### config.mk
export PLATFORM = sky130hd
export DESIGN_NAME = ppu_ram
export DESIGN_NICKNAME = d
export VERILOG_FILES = /design/src/ppu_ram.sv
export SDC_FILE = /design/constraint.sdc
export NUM_CORES = 1
export LEC_CHECK = 0
export ABC_AREA = 1
export BUFFER_PORTS_ARGS = -buffer_cell sky130_fd_sc_hd__buf_4
export CAP_MARGIN = 25
export CORE_MARGIN = 8
export CORE_UTILIZATION = 55
export CTS_CLUSTER_DIAMETER = 30
export CTS_CLUSTER_SIZE = 10
export DETAILED_ROUTE_END_ITERATION = 12
export HOLD_SLACK_MARGIN = 0.05
export PLACE_DENSITY = 0.82
export RECOVER_POWER = 50
export SLEW_MARGIN = 20
export SYNTH_ARGS = -nofsm -noshare
export SYNTH_HDL_FRONTEND = slang
export SYNTH_SLANG_ARGS = --single-unit
### constraint.sdc
create_clock -name clock -period 1.45 [get_ports clock]
set_input_delay 0.435 -clock clock [delete_from_list [all_inputs] [get_ports clock]]
set_output_delay 0.435 -clock clock [all_outputs]
set_load 0.01 [all_outputs]
### src/ppu_ram.sv
// Generic single-write, single-read RAM with registered read data.
module ppu_ram #(
   parameter int WIDTH = 8,
   parameter int DEPTH = 16
) (
   input  logic                             clock,
   input  logic                             we,
   input  logic [$clog2(DEPTH > 1 ? DEPTH : 2)-1:0] waddr,
   input  logic [WIDTH-1:0]                 wdata,
   input  logic [$clog2(DEPTH > 1 ? DEPTH : 2)-1:0] raddr,
   output logic [WIDTH-1:0]                 rdata
);

   logic [WIDTH-1:0] mem [DEPTH];
   logic [WIDTH-1:0] rdata_ff;

   always_ff @(posedge clock) begin
      if (we) begin
         mem[waddr] <= wdata;
      end
      rdata_ff <= mem[raddr];
   end

   assign rdata = rdata_ff;

endmodule

== Word level (Yosys, flattened, before mapping) ==
Memory sizes are Yosys's and may differ from the RTL's. A register that Yosys moved wholly into a read port is not among the register bits.
Cells that the tools add are included.

* Register bits: 0
* RAM bits: 128
* Output and inout port bits: 8
* Logic and storage cells: 3
* Memories kept: 1

* Mux-type cells: 2

{| class="wikitable"
|+ Memories
! memory !! depth !! bits a word !! read ports !! clocked after Yosys merged registers in !! write ports !! line !! RTL
|-
| mem || 16 || 8 || 1 || 1 || 1 || 14 || <nowiki>logic [WIDTH-1:0] mem [DEPTH];</nowiki>
|}

{| class="wikitable"
|+ Operators by type and width
! cell !! number
|-
| 1-bit two-way mux || 2
|}

== Depth between registers and ports, before layout ==
* Depth in word-level cells: 2
* Depth in mapped cells: 8

== Worst setup path after synthesis ==
OpenSTA, ideal clock, no wires.

* Kind: input port to flip-flop
* From: in waddr[3] (netlist bit)
* To: mem mem[4][0] (enable)
* Arrival: 1.016 ns
* Setup slack: 0.064 ns
* Stages: 2
* Path buffers: 0
* Path through: nand3b_1 nor2_1

{| class="wikitable"
|+ RTL lines
! element !! line !! RTL
|-
| from (decl) || 8 || <nowiki>input logic [$clog2(DEPTH > 1 ? DEPTH : 2)-1:0] waddr,</nowiki>
|-
| to (decl) || 14 ||
|}

No word-level cell before the write port.

== Worst setup path after layout ==
* From: reg rdata_ff[1] (netlist: rdata[1]) (read register of mem)
* To: out rdata[1]

{| class="wikitable"
|+ RTL lines
! element !! line !! RTL
|-
| from (decl) || 15 || <nowiki>logic [WIDTH-1:0] rdata_ff;</nowiki>
|-
| to (decl) || 11 || <nowiki>output logic [WIDTH-1:0] rdata</nowiki>
|}

No word-level cell between the ends.

==> impl_metrics.xml <==
<?xml version="1.0" encoding="UTF-8"?>
<metrics>
  <group name="grt">
    <metric name="grt_start_max_net_pins" unit="">39</metric>
    <metric name="grt_first_pass_wirelength" unit="um">21600</metric>
    <metric name="groute.layer.met3.usage" unit="%">5.05</metric>
    <metric name="grt_pass1_vias" unit="">4253</metric>
    <metric name="globalRouteTotalUtil" unit="%">20.1</metric>
    <metric name="gr-max-usage-layer" unit="">met2</metric>
    <metric name="gr-total-overflow" unit="">0</metric>
    <metric name="antenna_found_initial" unit="">0</metric>
    <metric name="met1_usage" unit="%">23.3</metric>
    <metric name="grt.met2_usage" unit="%">33.6</metric>
  </group>
  <group name="critical_path">
    <metric name="setup.worst_path.class" unit="">reg2out</metric>
    <metric name="endpoint_kind" unit="">primary output</metric>
    <metric name="worst-path-stages" unit="">1</metric>
    <metric name="r2r.worst_path.cells" unit="">6</metric>
    <metric name="path_delay_family" unit="">flip-flops</metric>
    <metric name="critical_path_arrival" unit="ns">0.99</metric>
    <metric name="beginning_of_the_critical_path" unit="">rdata[1]$_DFF_P_</metric>
    <metric name="worstReg2RegEnd" unit="">rdata[1]$_DFF_P_</metric>
    <metric name="crit_path_end" unit="">rdata[1]</metric>
    <metric name="worst_setup_path_start_kind" unit="">register</metric>
    <metric name="critPathRequiredTime" unit="ns">1.02</metric>
    <metric name="critical_path.reg2reg.startpoint" unit="">mem[0][1]$_DFFE_PP_</metric>
    <metric name="critical_path.n_buffers_inverters" unit="">1</metric>
    <metric name="crit_slowest_cell" unit="">dfxtp_2</metric>
    <metric name="reg2reg_setup_slack" unit="ns">0.39</metric>
    <metric name="critical_path_peak_fanout" unit="">1</metric>
    <metric name="crit_path_cell_trace" unit="">buf_4</metric>
    <metric name="slowest_delay" unit="ns">0.32</metric>
  </group>
  <group name="yosys">
    <metric name="synth_sequential_area_ratio" unit="%">69.4</metric>
    <metric name="ys_ff_latch" unit="">136</metric>
    <metric name="syn-instance-count" unit="">551</metric>
    <metric name="ys_warn_count" unit="">0</metric>
    <metric name="post_synthesis_instance_area" unit="um^2">5770</metric>
    <metric name="netlist.area_leader.share" unit="%">66.7</metric>
    <metric name="postSynthNetCount" unit="">569</metric>
    <metric name="yosys.area.top_type" unit="">edfxtp_1</metric>
    <metric name="syn_avg_cell_area" unit="um^2">10.5</metric>
    <metric name="synth.top_cells.by_area" unit="">edfxtp_1 67%, nand2_1 11%, nand3_1 8.4%, inv_1 6.5%, dfxtp_1 2.8%</metric>
    <metric name="synth.distinct_cells" unit="">12</metric>
  </group>
  <group name="clock_network">
    <metric name="h_tree_depth" unit="">4</metric>
    <metric name="cts-root-to-sink-buffers" unit="">2</metric>
    <metric name="clk_root_buffer_cell" unit="">clkbuf_8</metric>
    <metric name="clock_buffers_created_by_tritoncts" unit="">17</metric>
    <metric name="cts_tree" unit="">built</metric>
    <metric name="clkLatencyLatePin" unit="ns">0.52</metric>
    <metric name="cts_setup_buffers" unit="">0</metric>
    <metric name="clk_pin_slew_worst_paths" unit="ns">0.06</metric>
    <metric name="clock_net_sink_count" unit="">136</metric>
  </group>
  <group name="power">
    <metric name="vdd_ir_drop_max" unit="uV">775</metric>
    <metric name="cellPowerDensity" unit="nW/um^2">1360</metric>
    <metric name="power.share.switching" unit="%">21.6</metric>
    <metric name="combPwrFrac" unit="%">6.6</metric>
    <metric name="power.net_switching" unit="W">0.00199</metric>
    <metric name="power.sequential.fraction" unit="%">48.2</metric>
    <metric name="clock_power_share" unit="%">45.2</metric>
    <metric name="total_leakage_power" unit="nW">2.94</metric>
    <metric name="intPower" unit="W">0.00720</metric>
  </group>
  <group name="sta">
    <metric name="fin_crit_sh" unit="%">98.3</metric>
    <metric name="tightest_pin_transition" unit="ns">0.917</metric>
    <metric name="grt_setup_unrepaired" unit="">no</metric>
    <metric name="timing_hold_violations_final" unit="">0</metric>
    <metric name="clock_period_minus_worst_slack" unit="ns">1.43</metric>
    <metric name="slew_headroom" unit="%">38.9</metric>
    <metric name="number_of_failing_setup_endpoints_in_the_final_timing_report" unit="">0</metric>
    <metric name="skew" unit="ns">0.00535</metric>
    <metric name="holdWs" unit="ns">0.249</metric>
    <metric name="fin_tns_setup" unit="ns">0</metric>
    <metric name="slew_violations" unit="">0</metric>
    <metric name="max_freq" unit="MHz">702</metric>
  </group>
  <group name="routing">
    <metric name="finalWirelength" unit="um">13800</metric>
    <metric name="drtAntennaViolNets" unit="">0</metric>
    <metric name="remaining_drc_errors" unit="">0</metric>
    <metric name="detailed_routing_iterations_pass_1" unit="">5</metric>
    <metric name="post_drt_wl_per_cell" unit="um">18.5</metric>
    <metric name="detail_route.vias_per_cell" unit="">5.60</metric>
    <metric name="initialDrtViolationCount" unit="">467</metric>
    <metric name="num_vias" unit="">4182</metric>
  </group>
  <group name="floorplanning">
    <metric name="io-pin-count" unit="">26</metric>
    <metric name="initial_utilization" unit="%">56.4</metric>
    <metric name="placeable_core_area" unit="um^2">10200</metric>
    <metric name="row_count" unit="">37</metric>
    <metric name="dieWidth" unit="um">118</metric>
    <metric name="dieHeight" unit="um">118</metric>
    <metric name="fp.dieArea" unit="um^2">14000</metric>
  </group>
  <group name="cells_and_area">
    <metric name="final_net_count" unit="">616</metric>
    <metric name="layout.cells.most_common" unit="">nand2_1</metric>
    <metric name="flow.area_growth_from_synthesis" unit="%">17.5</metric>
    <metric name="insertedDiodeCount" unit="">0</metric>
    <metric name="final_cells" unit="">747</metric>
    <metric name="mostFrequentLayoutCells" unit="">173 x nand2_1, 128 x edfxtp_1, 100 x inv_1</metric>
    <metric name="drive_above_1_share" unit="%">12.6</metric>
  </group>
  <group name="outcome">
    <metric name="outcome" unit="">completed</metric>
  </group>
  <group name="worst_hold_path">
    <metric name="hp-class" unit="">in2reg</metric>
  </group>
  <group name="placement">
    <metric name="place_inst" unit="">715</metric>
    <metric name="place_congestion" unit="">0.852</metric>
    <metric name="dpl.hpwl" unit="um">8190</metric>
    <metric name="port_buffers" unit="">25</metric>
  </group>
  <group name="flow_run">
    <metric name="drv.max_cap_violation_count" unit="">0</metric>
  </group>
</metrics>
==> flip-flops by register name, indices dropped and copies added, names as in the netlist <==
register / cells
mem: 128
rdata: 8
==> per-stage QoR <==
| step | instance area (um^2) | worst slack (ns) | util [%] | total power, W |
|---|---|---|---|---|
| 3_3_place_gp | 6220 | 0.00280 | 60.8 | 0.00507 |
| 2_1_floorplan | 5770 | 0.0642 | - | 0.00482 |
| 4_1_cts | 6800 | 0.00524 | 66.5 | 0.00922 |
| 6_report | 6770 | 0.0247 | 66.2 | 0.00919 |
| 5_1_grt | 6770 | 0.00332 | 66.2 | 0.00943 |
| 3_5_place_dp | 6220 | -0.0373 | 60.8 | 0.00510 |
==> synth_stat cells <==
cell type	number
edfxtp_1	128
nand3_1	97
buf_2	13
buf_1	1
buf_4	4
dfxtp_1	8
nand2_1	173
nand3b_1	2
nor2_1	17
inv_2	2
inv_1	100
buf_6	6
==> cell type report <==
cell class / instances / area (um^2)
Multi-Input combinational cell: 289 / 1210
Clock buffer: 19 / 422
Sequential cell: 136 / 4010
Timing Repair Buffer: 52 / 419
Fill cell: 725 / 3460
Clock inverter: 13 / 155
Inverter: 102 / 383
Tap cell: 136 / 170
==> routing by layer <==
layer | vias to the layer above | routed length (um)
li1 | 1870 | -
met3 | 65 | 1450
met4 | 0 | 646
met5 | - | 0
met1 | 1961 | 4840
met2 | 286 | 6910
==> worst min-delay path by stage <==
stage / start / end / depth (start not counted)
2_1_floorplan: wdata[0] / mem[0][0]$_DFFE_PP_ / 0
3_3_place_gp: mem[9][6]$_DFFE_PP_ / rdata[6]$_DFF_P_ / 6
3_5_place_dp: mem[9][6]$_DFFE_PP_ / rdata[6]$_DFF_P_ / 6
4_1_cts: raddr[3] / rdata[6]$_DFF_P_ / 3
5_1_grt: raddr[3] / rdata[6]$_DFF_P_ / 3
6_report: raddr[3] / rdata[7]$_DFF_P_ / 3
==> power groups by stage <==
stage                     Combinational [W]  Sequential, W  Clock [W]
after CTS                          0.000611        0.00443    0.00418
after global routing               0.000657        0.00444    0.00434
final                              0.000608        0.00443    0.00415
after global placement             0.000572        0.00450          0
after detailed placement           0.000593        0.00451          0
after floorplan                    0.000310        0.00451          0
==> cell families after synthesis <==
logic type,after synthesis,synth area share [%]
flip-flops,136,69.4
AND/OR/NAND/NOR,289,21.0
buffers and inverters,126,9.52
==> timing repair <==
action | in CTS | in global routing
setup endpoints to repair | 3 | 2
gates resized for setup | 3 | 3
hold buffers | 0 | 0
Note: power is estimated with default switching activity, not from simulation.
