**config.mk**
```make
export PLATFORM = sky130hd
export DESIGN_NAME = ppu_div
export DESIGN_NICKNAME = d
export VERILOG_FILES = /design/src/ppu_div.sv
export SDC_FILE = /design/constraint.sdc
export NUM_CORES = 1
export LEC_CHECK = 0
export BUFFER_PORTS_ARGS = -buffer_cell sky130_fd_sc_hd__buf_2
export CAP_MARGIN = 10
export CELL_PAD_IN_SITES_DETAIL_PLACEMENT = 2
export CELL_PAD_IN_SITES_GLOBAL_PLACEMENT = 2
export CORE_MARGIN = 3
export CORE_UTILIZATION = 36
export DETAILED_ROUTE_END_ITERATION = 10
export PLACE_DENSITY = 0.82
export SLEW_MARGIN = 20
export SYNTH_ARGS = -nofsm -noshare
export SYNTH_HDL_FRONTEND = slang
export SYNTH_SLANG_ARGS = --single-unit
```
**constraint.sdc**
```tcl
create_clock -name clock -period 5.88 [get_ports clock]
set_input_delay 0.294 -clock clock [delete_from_list [all_inputs] [get_ports clock]]
set_output_delay 0.294 -clock clock [all_outputs]
set_load 0.02 [all_outputs]
```
**src/ppu_div.sv**
```systemverilog
// Restoring divider that yields an eight-bit quotient, one bit per cycle.
module ppu_div (
   input  logic        clock,
   input  logic        reset,
   input  logic        start,
   input  logic [38:0] num,
   input  logic [30:0] den,
   output logic [7:0]  quot,
   output logic        done
);

   logic [38:0] rem_ff, rem_in;
   logic [38:0] den_ff, den_in;
   logic [7:0]  quo_ff, quo_in;
   logic [2:0]  step_ff, step_in;
   logic        run_ff, run_in;
   logic        done_ff, done_in;
   logic [39:0] trial;

   always_comb begin
      rem_in  = rem_ff;
      den_in  = den_ff;
      quo_in  = quo_ff;
      step_in = step_ff;
      run_in  = run_ff;
      done_in = 1'b0;
      trial   = {1'b0, rem_ff} - {1'b0, den_ff};
      if (start) begin
         rem_in  = num;
         den_in  = {1'b0, den, 7'd0};
         quo_in  = 8'd0;
         step_in = 3'd0;
         run_in  = 1'b1;
      end else if (run_ff) begin
         if (!trial[39]) begin
            rem_in = trial[38:0];
            quo_in = {quo_ff[6:0], 1'b1};
         end else begin
            quo_in = {quo_ff[6:0], 1'b0};
         end
         den_in  = den_ff >> 1;
         step_in = step_ff + 3'd1;
         if (step_ff == 3'd7) begin
            run_in  = 1'b0;
            done_in = 1'b1;
         end
      end
   end

   always_ff @(posedge clock) begin
      if (reset) begin
         run_ff  <= 1'b0;
         done_ff <= 1'b0;
         step_ff <= 3'd0;
      end else begin
         run_ff  <= run_in;
         done_ff <= done_in;
         step_ff <= step_in;
      end
      rem_ff <= rem_in;
      den_ff <= den_in;
      quo_ff <= quo_in;
   end

   assign quot = quo_ff;
   assign done = done_ff;

endmodule
```
# Yosys cells after proc, flatten, opt, wreduce, memory -nomap -nowiden
# Index checks and enable logic that the tools add are counted.
[op_classes]
bitwise_logic = 1
muxes = 10
eq_ne = 2
n_reduce_logical = 4
n_addsub = 2
[ops]
columns = ["cell", "n"]
rows = [
  ["39-bit two-way mux", 3],
  ["38-bit two-way mux", 2],
  ["39-bit by 38-bit subtractor with 40-bit output", 1],
  ["1-bit two-way mux", 5],
  ["3-bit by 1-bit adder with 3-bit output, second input constant", 1],
  ["3-bit == test, second input constant", 1],
  ["3-bit OR reduction", 1],
  ["2-bit inequality test, second input constant", 1],
  ["2-bit AND reduction", 1],
  ["2-bit nonzero test", 1],
  ["2-bit OR reduction", 1],
  ["1-bit NOT", 1],
]
[totals]
in_bits = 73
reg_bits = 90
word_cells = 26
out_inout_bits = 9

# Logic depth before layout (Yosys ltp)
# Gate-level depths: netlist of the first run.
[depth]
word_depth = 4
mapped_depth = 12
depth_no_buf = 12

# Least setup slack after synthesis of the first run
# OpenSTA, ideal clock, no wires.
[synth_path]
path_kind = "register to register"
from = "register rem_ff[1]"
to = "register rem_ff[0], enable pin"
arrival_ps = 3698
setup_time_ps = 440
path_stages_with_launch = 10
period_less_slack_ps = 4138
required_time_ps = 5440
setup_slack_ps = 1742
n_path_buf = 0
path_cell_list = "edfxtp_1 ha_1 nor2b_1 o2111ai_1 a211oi_2 o21ai_1 o21bai_2 a21boi_2 o31a_1 o21ai_1"
[synth_between]
elab_chain_len = 3
[synth_lines]
columns = ["element", "line", "rtl"]
rows = [
  ["from (decl)", "12", "logic [38:0] rem_ff, rem_in;"],
  ["from (signal assigned)", "60", "rem_ff <= rem_in;"],
  ["39-bit by 38-bit subtractor with 40-bit output", "27", "trial = {1'b0, rem_ff} - {1'b0, den_ff};"],
  ["2-bit inequality test (no source line)", "--", ""],
  ["2-bit AND reduction (no source line)", "--", ""],
]
# Every way passes these cells.
# A chain may end at the register's enable or synchronous reset.

# Final worst setup path of the first run
[layout_path]
from = "register den_ff[1]"
to = "register rem_ff[23], enable pin"
[layout_between]
elab_chain_len = 3
[layout_lines]
columns = ["element", "line", "rtl"]
rows = [
  ["from (decl)", "13", "logic [38:0] den_ff, den_in;"],
  ["from (signal assigned)", "61", "den_ff <= den_in;"],
  ["39-bit by 38-bit subtractor with 40-bit output", "27", ""],
  ["2-bit inequality test (no source line)", "--", ""],
  ["2-bit AND reduction (no source line)", "--", ""],
]
# Every way passes these cells.

==> results of run 1 <==
## per-layer routing
metal | global-route usage (%) | wire length, µm | vias up
met2 | 36.3 | 9260 | 93
met4 | 6.94 | 369 | 0
met5 | 0 | 0 | -
li1 | - | - | 2524
met3 | 3.19 | 602 | 27
met1 | 26.5 | 8270 | 2561
## cell usage after synthesis (3+ instances only)
| library cell | instances |
|---|---|
| a211oi_1 | 4 |
| a211oi_2 | 4 |
| a21boi_0 | 3 |
| a21o_1 | 13 |
| a21oi_1 | 51 |
| a31oi_1 | 5 |
| buf_1 | 3 |
| buf_2 | 5 |
| clkbuf_1 | 23 |
| dfxtp_1 | 20 |
| edfxtp_1 | 70 |
| ha_1 | 40 |
| inv_1 | 54 |
| mux2i_1 | 17 |
| nand2_1 | 98 |
| nand3_1 | 7 |
| nand4_1 | 14 |
| nor2_1 | 41 |
| nor2b_1 | 3 |
| nor3_1 | 13 |
| nor4_1 | 3 |
| o211ai_1 | 3 |
| o21ai_0 | 43 |
| o21ai_1 | 13 |
| o21bai_1 | 8 |
| o221ai_1 | 4 |
| o31ai_1 | 31 |
| xnor2_1 | 20 |
| xor2_1 | 14 |
## power by group
part           switching, µW  internal, µW
sequential              41.8           844
clock                    263           297
combinational            871           511
## state kept, by name, indices dropped and copies added, names as in the netlist
register  flops
den_ff       38
done          1
quot          8
rem_ff       39
run_ff        1
step_ff       3
## how the worst min path moves through the flow
stage                         start                       to  cells past startpoint
2_1_floorplan                 reset        run_ff$_SDFF_PP0_                      1
3_5_place_dp   quot[7]$_SDFFE_PP0P_     quot[7]$_SDFFE_PP0P_                      2
3_3_place_gp   quot[7]$_SDFFE_PP0P_     quot[7]$_SDFFE_PP0P_                      2
5_1_grt                       reset        run_ff$_SDFF_PP0_                      2
4_1_cts                       reset  step_ff[0]$_SDFFE_PP0P_                      2
6_report                      reset  step_ff[0]$_SDFFE_PP0P_                      2
## cell families (layout without fill, tap and decap cells)
family / after synthesis / after routing / synth area share [%]
XOR/XNOR: 34 / 34 / 4.95
AND/OR/NAND/NOR: 197 / 197 / 14.7
buffers and inverters: 87 / 156 / 5.66
adder cells (fa/ha/maj): 41 / 41 / 8.66
multiplexers: 19 / 19 / 3.21
AO/OA/AOI/OAI: 198 / 198 / 21.2
flip-flops: 90 / 90 / 41.6
## area by class of cell
class                   count  area, µm²  area share [%]
clock buffers              11        243            3.53
well taps                 216        270            3.93
inverters                  55        206            3.00
flip-flops and latches     90       2500            36.4
repair buffers             85        438            6.37
multi-input cells         489       3180            46.3
clock inverters             5       30.0           0.437
## layout by cell type, fill, tap and decap left out, types with 8 or more instances in the layout
cell       Yosys  layout
nor3_1        13      13
inv_1         54      54
buf_2          5      80
xor2_1        14      14
nand2_1       98      97
ha_1          40      40
xnor2_1       20      20
clkbuf_16      0       9
o21ai_0       43      43
a21oi_1       51      51
o31ai_1       31      31
o21bai_1       8       8
mux2i_1       17      17
a21o_1        13      13
o21ai_1       13      12
dfxtp_1       20      20
nor2_1        41      41
nand4_1       14      14
edfxtp_1      70      70
## stage by stage
| stage | cell area (µm²) | util [%] |
|---|---|---|
| after global placement | 6600 | 40.9 |
| after floorplan | 6010 | - |
| after detailed placement | 6600 | 40.9 |
| after CTS | 6870 | 42.6 |
| after global routing | 6870 | 42.6 |
| final | 6870 | 42.6 |
==> flow_summary.json, run 1 <==
{
  "syn2layout_area_growth_pct": 14.3,
  "crit_arrival_ps": 3620,
  "syn-cell-area_um2": 6010,
  "reg2reg_to": "rem_ff[23]$_DFFE_PP_",
  "yosys.area.top_type": "edfxtp_1",
  "clockBufferDepth": 2,
  "viasPerCell": 5.47,
  "hpwl_mm": 13.5,
  "finalCritPeriodShare_pct": 61.2,
  "relSlewSlack_pct": 39.4,
  "final_nets": 844,
  "post_drt_wl_per_cell_um": 19.5,
  "synth_top_cell_area_share_pct": 35.0,
  "fp.coreArea_um2": 16100,
  "cts_setup_buffers": 0,
  "cp-startpoint": "den_ff[1]$_SDFFE_PP0P_",
  "core.rowCount": 46,
  "syn_nets": 780,
  "die_area_um2": 18300,
  "cp_top_family": "compound AO/OA/AOI/OAI gates",
  "r2r_setup_slack_ps": 2280,
  "ys_ff_latch": 90,
  "cpPeakStageDelay_ps": 570,
  "ir_worst_vdd_uv": 164,
  "tns_ps": 0,
  "htreeDepth": 3,
  "fin_worst_skew_ps": 10.6,
  "cts.sinks": 90,
  "grt_usage_pct": 20.8,
  "worstSetupPathType": "flip-flop to flip-flop",
  "crit_slowest_cell": "o21ai_4",
  "critPathRequiredTime_ps": 5910,
  "root_buffer": "clkbuf_16",
  "grt_pass1_wl_mm": 30.5,
  "maxSlewViolCount": 0,
  "path_max_fanout": 20,
  "clock_latency_ps": 360,
  "antenna_cells": 0,
  "setup_viol": 0,
  "synthArstFlopShare_pct": 0,
  "grt_pass1_vias": 5886,
  "yosysUniqueCellTypes": 61,
  "fin_crit_ps": 3600,
  "rsz0062_at_grt": "false",
  "pre_cts_slack_ps": 2260,
  "crit_cells": 11,
  "ys_top_cells_by_area": "edfxtp_1 (35%), ha_1 (8.3%), dfxtp_1 (6.7%), nand2_1 (6.1%), a21oi_1 (4.2%)",
  "synthCells": 666,
  "rr_startpoint": "den_ff[1]$_SDFFE_PP0P_",
  "first_iter_violations": 259,
  "timing.fmax_mhz": 278,
  "ys_seq_area_share_pct": 41.6,
  "synth_area_per_cell_um2": 9.03,
  "end_kind": "flip-flop",
  "grt_start_max_net_pins": 82,
  "fillers": 1841,
  "start_util_pct": 37.3,
  "fp.dieH_um": 135,
  "cp_num_buf_inv": 2,
  "first_pass_iters": 4,
  "layoutNonFillerInstCount": 951,
  "vias": 5205,
  "power.total_uw": 2830,
  "startpoint_type": "flip-flop",
  "maxCapViolCount": 0,
  "antenna_left": 0,
  "status": "finished, final reports clean",
  "synth_ff_type": "edfxtp_1",
  "cts.clk_slew.worst_paths_ps": 70,
  "gp_congestion": 0.834,
  "finalHoldViolations": 0,
  "cts-resized-gates": 0,
  "grt.overflow.total": 0,
  "reg2reg_depth": 11,
  "dp.cells": 935,
  "io_pins": 82,
  "drt_wl_total_mm": 18.5,
  "p_leak_uw": 0.00283,
  "drc": 0,
  "port_buffers": 81,
  "worstPathCellList": "inv_1 > ha_1 > nor2b_1 > o2111ai_1 > a211oi_2 > o21ai_1 > o21bai_2 > a21boi_2 > o31a_1 > o21ai_4 > buf_4",
  "yosysWarnings": 0,
  "numCtsBuffers": 9,
  "cts_tree": "yes",
  "cp-endpoint": "rem_ff[23]$_DFFE_PP_",
  "die_w_um": 135,
  "synth_edf_count": 70,
  "whs_ps": 163,
  "powerDensity_nw_per_um2": 412,
  "tightestPinTransition_ps": 906,
  "ctsHoldBuffers": 0,
  "drive_gt1_share_pct": 16.5,
  "antenna_found_initial": 0,
  "hold_path_class": "primary input to flip-flop",
  "worst_slack_ps": 2280
}
Note: power is estimated with default switching activity, not from simulation.
==> run 2: changes to the inputs <==
- ABC_AREA: not set -> 1
- CORE_UTILIZATION: 36 -> 30
- PLACE_DENSITY: 0.82 -> 0.78
- clock period: 5.88 -> 3.3 ns (I/O delays scaled with it)
==> run 2 against run 1 <==
Effect of this change: total power rose by 69%; global-route usage shrank 1.6 points; clock skew barely moved; register-to-register slack worse by 1700 ps; first-iteration DRC count shrank 12%; clock power up 84%.
==> flow_summary.json, run 2 <==
{
  "core.rowCount": 53,
  "first_iter_violations": 228,
  "powerDensity_nw_per_um2": 630,
  "startpoint_type": "flip-flop",
  "yosysMostFrequentCell": "nand2_1",
  "die_area_um2": 23600,
  "end_kind": "flip-flop",
  "synthArstFlopShare_pct": 0,
  "cts.sinks": 90,
  "post_drt_wl_per_cell_um": 17.2,
  "reg2reg_depth": 11,
  "status": "finished, final reports clean",
  "ys_seq_area_share_pct": 38.2,
  "fin_worst_skew_ps": 10.3,
  "rr_startpoint": "den_ff[34]$_DFFE_PP_",
  "cts.clk_slew.worst_paths_ps": 70,
  "clock_latency_ps": 360,
  "cts-resized-gates": 0,
  "final_common_cell": "nand2_1",
  "vias": 6300,
  "reg2reg_to": "rem_ff[24]$_DFFE_PP_",
  "largest_reg_flops": 39,
  "yosysUniqueCellTypes": 32,
  "rsz0062_at_grt": "false",
  "finalHoldViolations": 0,
  "ctsHoldBuffers": 0,
  "fp.coreArea_um2": 21200,
  "viasPerCell": 4.83,
  "grt_usage_pct": 19.3,
  "min_to": "done$_SDFF_PP0_",
  "whs_ps": 16.0,
  "maxCapViolCount": 0,
  "setup_viol": 0,
  "htreeDepth": 3,
  "finalCritPeriodShare_pct": 83.2,
  "ys_ff_latch": 90,
  "yosys.area.top_type": "edfxtp_1",
  "maxSlewViolCount": 0,
  "grt_pass1_vias": 6922,
  "ys_top_cells_by_area": "edfxtp_1 (32%), nand2_1 (19%), inv_1 (9.2%), ha_1 (7.6%), dfxtp_1 (6.1%)",
  "io_pins": 82,
  "synth_area_per_cell_um2": 6.93,
  "fp.dieH_um": 154,
  "start_util_pct": 30.8,
  "gp_congestion": 0.873,
  "path_max_fanout": 26,
  "synth_edf_count": 70,
  "p_leak_uw": 0.00374,
  "tns_ps": 0,
  "yosysWarnings": 0,
  "hp-start": "reset",
  "ys_top_cells_by_count": "nand2_1 (333), inv_1 (161), edfxtp_1 (70), nor2_1 (67), o21ai_0 (57)",
  "root_buffer": "clkbuf_16",
  "first_pass_iters": 4,
  "die_w_um": 154,
  "worstSetupPathType": "flip-flop to flip-flop",
  "regMostFlops": "rem_ff",
  "antenna_cells": 0,
  "drt_wl_total_mm": 22.4,
  "grt_start_max_net_pins": 38,
  "antenna_found_initial": 0,
  "hold_depth": 2,
  "critPathRequiredTime_ps": 3350,
  "crit_arrival_ps": 2790,
  "drc": 0,
  "fin_crit_ps": 2750,
  "r2r_setup_slack_ps": 550,
  "ir_worst_vdd_uv": 238,
  "hold_path_class": "primary input to flip-flop",
  "syn_nets": 1058,
  "syn-cell-area_um2": 6540,
  "clockBufferDepth": 2,
  "grt_pass1_wl_mm": 36.6,
  "hpwl_mm": 17.8,
  "cts_tree": "yes",
  "synth_ff_type": "edfxtp_1",
  "synthCells": 944,
  "timing.fmax_mhz": 364,
  "tightestPinTransition_ps": 867,
  "final_nets": 1139,
  "drive_gt1_share_pct": 13.4,
  "mostFrequentLayoutCells": "nand2_1 (332), inv_1 (160), buf_2 (81)",
  "syn2layout_area_growth_pct": 15.6,
  "cts_setup_buffers": 0,
  "port_buffers": 81,
  "numCtsBuffers": 9,
  "synth_top_cell_area_share_pct": 32.1,
  "antenna_left": 0,
  "grt.overflow.total": 0,
  "relSlewSlack_pct": 42.2
}
## run 2: cell types whose count changed after synthesis, moves of 12 or more
| cell | change |
|---|---|
| mux2i_1 | -17 |
| a21oi_1 | -19 |
| inv_1 | +107 |
| nand2_1 | +235 |
| a21o_1 | -12 |
| nand4_1 | -12 |
| nor2_1 | +26 |
| o21ai_0 | +14 |
| xor2_1 | -14 |
| nand2_2 | +15 |
| nand3_1 | +46 |
| o31ai_1 | -31 |
## run 2: report_power, final
part | leakage (µW) | internal, µW | switching, µW
Combinational | 0.00272 | 740 | 1500
Sequential | 0.000882 | 1440 | 56.5
Clock | 0.000140 | 556 | 474
## run 2: area by class of cell
| class | instances | area (µm²) |
|---|---|---|
| inverters | 164 | 616 |
| repair buffers | 87 | 463 |
| multi-input cells | 673 | 3360 |
| clock buffers | 12 | 258 |
| fillers | 2588 | 13700 |
| clock inverters | 4 | 23.8 |
| well taps | 275 | 344 |
| flip-flops and latches | 90 | 2500 |
## run 2: critical path, stage by stage (launching register included)
cell and delay, ps:
edfxtp_1 330, inv_1 60, ha_1 380, nand2_1 150, o21ai_0 340, nand2_1 120, nand4_1 140, nor2_1 70
nand3_1 110, nand2_1 70, nand2_2 370, buf_12 280
## run 2: cell families after synthesis
kind of cell	synth area share, %
buf+inv	10.4
flops	38.2
compound gates	8.93
fa+ha+maj	7.96
xor+xnor	1.87
simple gates	32.5
## run 2: how the worst max path moves through the flow
stage | from | to | slack (ps) | cells after the start
final | den_ff[34]$_DFFE_PP_ | rem_ff[24]$_DFFE_PP_ | 550 | 11
after global routing | den_ff[35]$_DFFE_PP_ | rem_ff[18]$_DFFE_PP_ | 300 | 11
after CTS | den_ff[34]$_DFFE_PP_ | rem_ff[24]$_DFFE_PP_ | 490 | 11
after detailed placement | rem_ff[19]$_DFFE_PP_ | rem_ff[27]$_DFFE_PP_ | 580 | 12
after global placement | rem_ff[35]$_DFFE_PP_ | rem_ff[25]$_DFFE_PP_ | 690 | 10
after floorplan | rem_ff[18]$_DFFE_PP_ | rem_ff[0]$_DFFE_PP_ | 600 | 11
## run 2: routing by layer
layer  part of all wire [%]  GRT usage [%]
met2                     47           32.5
met1                     48           26.2
met4                    1.4           3.99
met3                    2.9           3.12
met5                      0              0
## run 2: per-stage QoR
stage | total power (µW) | setup slack, ps | std cells | cell area [µm²] | util [%]
floorplan | 3080 | 599 | 944 | 6540 | -
global placement | 3670 | 686 | 1289 | 7280 | 34.3
detailed placement | 3770 | 576 | 1289 | 7280 | 34.3
CTS | 4830 | 488 | 1305 | 7570 | 35.7
global route | 5180 | 299 | 1305 | 7570 | 35.7
finish | 4770 | 554 | 1305 | 7570 | 35.7
==> run 3: changes to the inputs <==
- clock period: 3.3 -> 2.3 ns (I/O delays scaled with it)
==> run 3 against run 2 <==
Effect of this change: worst hold slack lost 0.56 ps; global-route usage increased by 1.2 points; non-clock buffer count up 46; largest power group unchanged.
==> flow_summary.json, run 3 (same netlist as run 2, synthesis figures left out) <==
{
  "worst_slack_ps": 45.9,
  "wl_met1_mm": 12.0,
  "worstSetupPathType": "flip-flop to flip-flop",
  "p_leak_uw": 0.00408,
  "maxSlewViolCount": 0,
  "crit_slowest_cell": "fa_2",
  "first_pass_iters": 4,
  "crit_cells": 15,
  "reg2reg_depth": 15,
  "tns_ps": 0,
  "tightestPinTransition_ps": 616,
  "viasPerCell": 4.90,
  "root_buffer": "clkbuf_16",
  "io_pins": 82,
  "grt_pass1_wl_mm": 38.7,
  "syn2layout_area_growth_pct": 33.4,
  "antenna_cells": 0,
  "die_area_um2": 23600,
  "whs_ps": 15.4,
  "stdcell_area_um2": 8730,
  "power_frac_comb_pct": 54.2,
  "cpPeakStageDelay_ps": 400,
  "p_clk_share_pct": 18.5,
  "r2r_setup_slack_ps": 50,
  "postPlaceCellArea_um2": 7560,
  "fp.coreArea_um2": 21200,
  "rr_startpoint": "rem_ff[0]$_DFFE_PP_",
  "antenna_found_initial": 1,
  "route.top_layer_used": "met4",
  "clockBufferDepth": 2,
  "clock_latency_ps": 360,
  "gp_congestion": 0.859,
  "htreeDepth": 3,
  "fillers": 2526,
  "status": "finished, final reports clean",
  "drive_gt1_share_pct": 28.0,
  "cts_tree": "yes",
  "mostFrequentLayoutCells": "nand2_1 (304), inv_1 (153), buf_2 (81)",
  "first_iter_violations": 333,
  "switching_power_uw": 3540,
  "path_max_fanout": 3,
  "ir_worst_vdd_uv": 492,
  "grt_start_max_net_pins": 58,
  "fin_worst_skew_ps": 5.39,
  "utilization_pct": 41.1,
  "regMostFlops": "rem_ff",
  "grt_usage_pct": 20.5,
  "final_nets": 1185,
  "vias": 6621,
  "hold_path_class": "primary input to flip-flop",
  "finalHoldViolations": 0,
  "p_seq_share_pct": 27.3,
  "powerDensity_nw_per_um2": 934,
  "cp_num_buf_inv": 2,
  "cp_top_family": "simple AND/OR/NAND/NOR gates",
  "largest_reg_flops": 39,
  "fp.dieH_um": 154,
  "cts.clk_slew.worst_paths_ps": 70,
  "intPower_uw": 4620,
  "cp-endpoint": "rem_ff[32]$_DFFE_PP_",
  "fin_crit_ps": 2250,
  "worstPathCellList": "inv_1 > ha_2 > inv_2 > fa_2 > nand2_2 > nand3_2 > and2_4 > nand2_2 > nand2_2 > nand2_2 > nand2_4 > nand2_2 > nand3b_1 > nand3_2 > nand2_2",
  "antenna_left": 0,
  "setup_viol": 0,
  "crit_arrival_ps": 2360,
  "critPathRequiredTime_ps": 2410,
  "final_common_cell": "nand2_1",
  "drc": 0,
  "cts.sinks": 90,
  "cp-startpoint": "rem_ff[0]$_DFFE_PP_",
  "drt_wl_total_mm": 25.7,
  "core.rowCount": 53,
  "rsz0062_at_grt": "true",
  "grt_pass1_vias": 7150,
  "post_drt_wl_per_cell_um": 19.0,
  "maxCapViolCount": 0,
  "timing.fmax_mhz": 444,
  "cp_common_cell": "nand2_2",
  "die_w_um": 154,
  "hpwl_mm": 18.4,
  "reg2reg_to": "rem_ff[32]$_DFFE_PP_",
  "startpoint_type": "flip-flop",
  "pre_cts_slack_ps": -91.2,
  "dr_wl_met3_um": 859,
  "numCtsBuffers": 9,
  "relSlewSlack_pct": 58.9,
  "end_kind": "flip-flop",
  "swShare_pct": 43.4,
  "start_util_pct": 30.8,
  "port_buffers": 81,
  "grt.overflow.total": 0,
  "finalCritPeriodShare_pct": 98.0,
  "wl_met2_mm": 12.5
}
-- run 3: cell types whose count changed in the layout (fill, tap and decap cells not counted), sizes merged --
cell         previous run  this run
buf                    87       131
clkinv                  5         6
dlygate4sd3             0         1
-- run 3: power groups by stage --
stage | clock network, µW | logic (µW) | registers (µW)
after global placement | 0 | 3350 | 2170
after detailed placement | 0 | 3500 | 2190
after global routing | 1600 | 4880 | 2250
final | 1510 | 4420 | 2230
after CTS | 1540 | 3760 | 2180
after floorplan | 0 | 2260 | 2160
-- run 3: layout make-up --
cell class / instances / area, µm² / area share [%]
Tap cell: 275 / 344 / 3.94
Sequential cell: 90 / 2500 / 28.7
Inverter: 164 / 616 / 7.05
Multi-Input combinational cell: 673 / 4120 / 47.2
Clock inverter: 5 / 36.3 / 0.416
Timing Repair Buffer: 133 / 861 / 9.86
Clock buffer: 11 / 254 / 2.91
-- run 3: worst min path at each step --
| stage | start | endpoint | slack (ps) | cells after the start |
|---|---|---|---|---|
| final | den[30] | den_ff[37]$_DFFE_PP_ | 20 | 3 |
| after detailed placement | reset | done$_SDFF_PP0_ | 330 | 2 |
| after floorplan | reset | done$_SDFF_PP0_ | 190 | 1 |
| after global placement | reset | run_ff$_SDFF_PP0_ | 330 | 2 |
| after global routing | den[30] | den_ff[37]$_DFFE_PP_ | 20 | 3 |
| after CTS | den[30] | den_ff[37]$_DFFE_PP_ | 5 | 3 |
-- run 3: tightest hold or removal path: cells and delay by family --
kind                   cells  cell delay, ps
and+or+nand+nor            1              40
buffers and inverters      2             120
-- run 3: through the flow --
step | cells | power [µW]
6_report | 1351 | 8160
5_1_grt | 1351 | 8730
4_1_cts | 1343 | 7480
3_5_place_dp | 1323 | 5680
3_3_place_gp | 1323 | 5520
2_1_floorplan | 944 | 4420
-- run 3: metal layers --
layer | GRT usage (%) | vias up
met5 | 0 | -
li1 | - | 3239
met2 | 35.0 | 101
met3 | 2.70 | 20
met4 | 3.91 | 0
met1 | 28.1 | 3261
-- run 3: timing repair --
item / in CTS / in global routing
endpoints found under the setup margin: 45 / 60
setup buffers: 2 / 7
endpoints found under the hold margin: 2 / 0
gates resized for setup: 34 / 120
cloned: 1 / 1
hold buffers: 1 / 0
pin swaps: 2 / 29
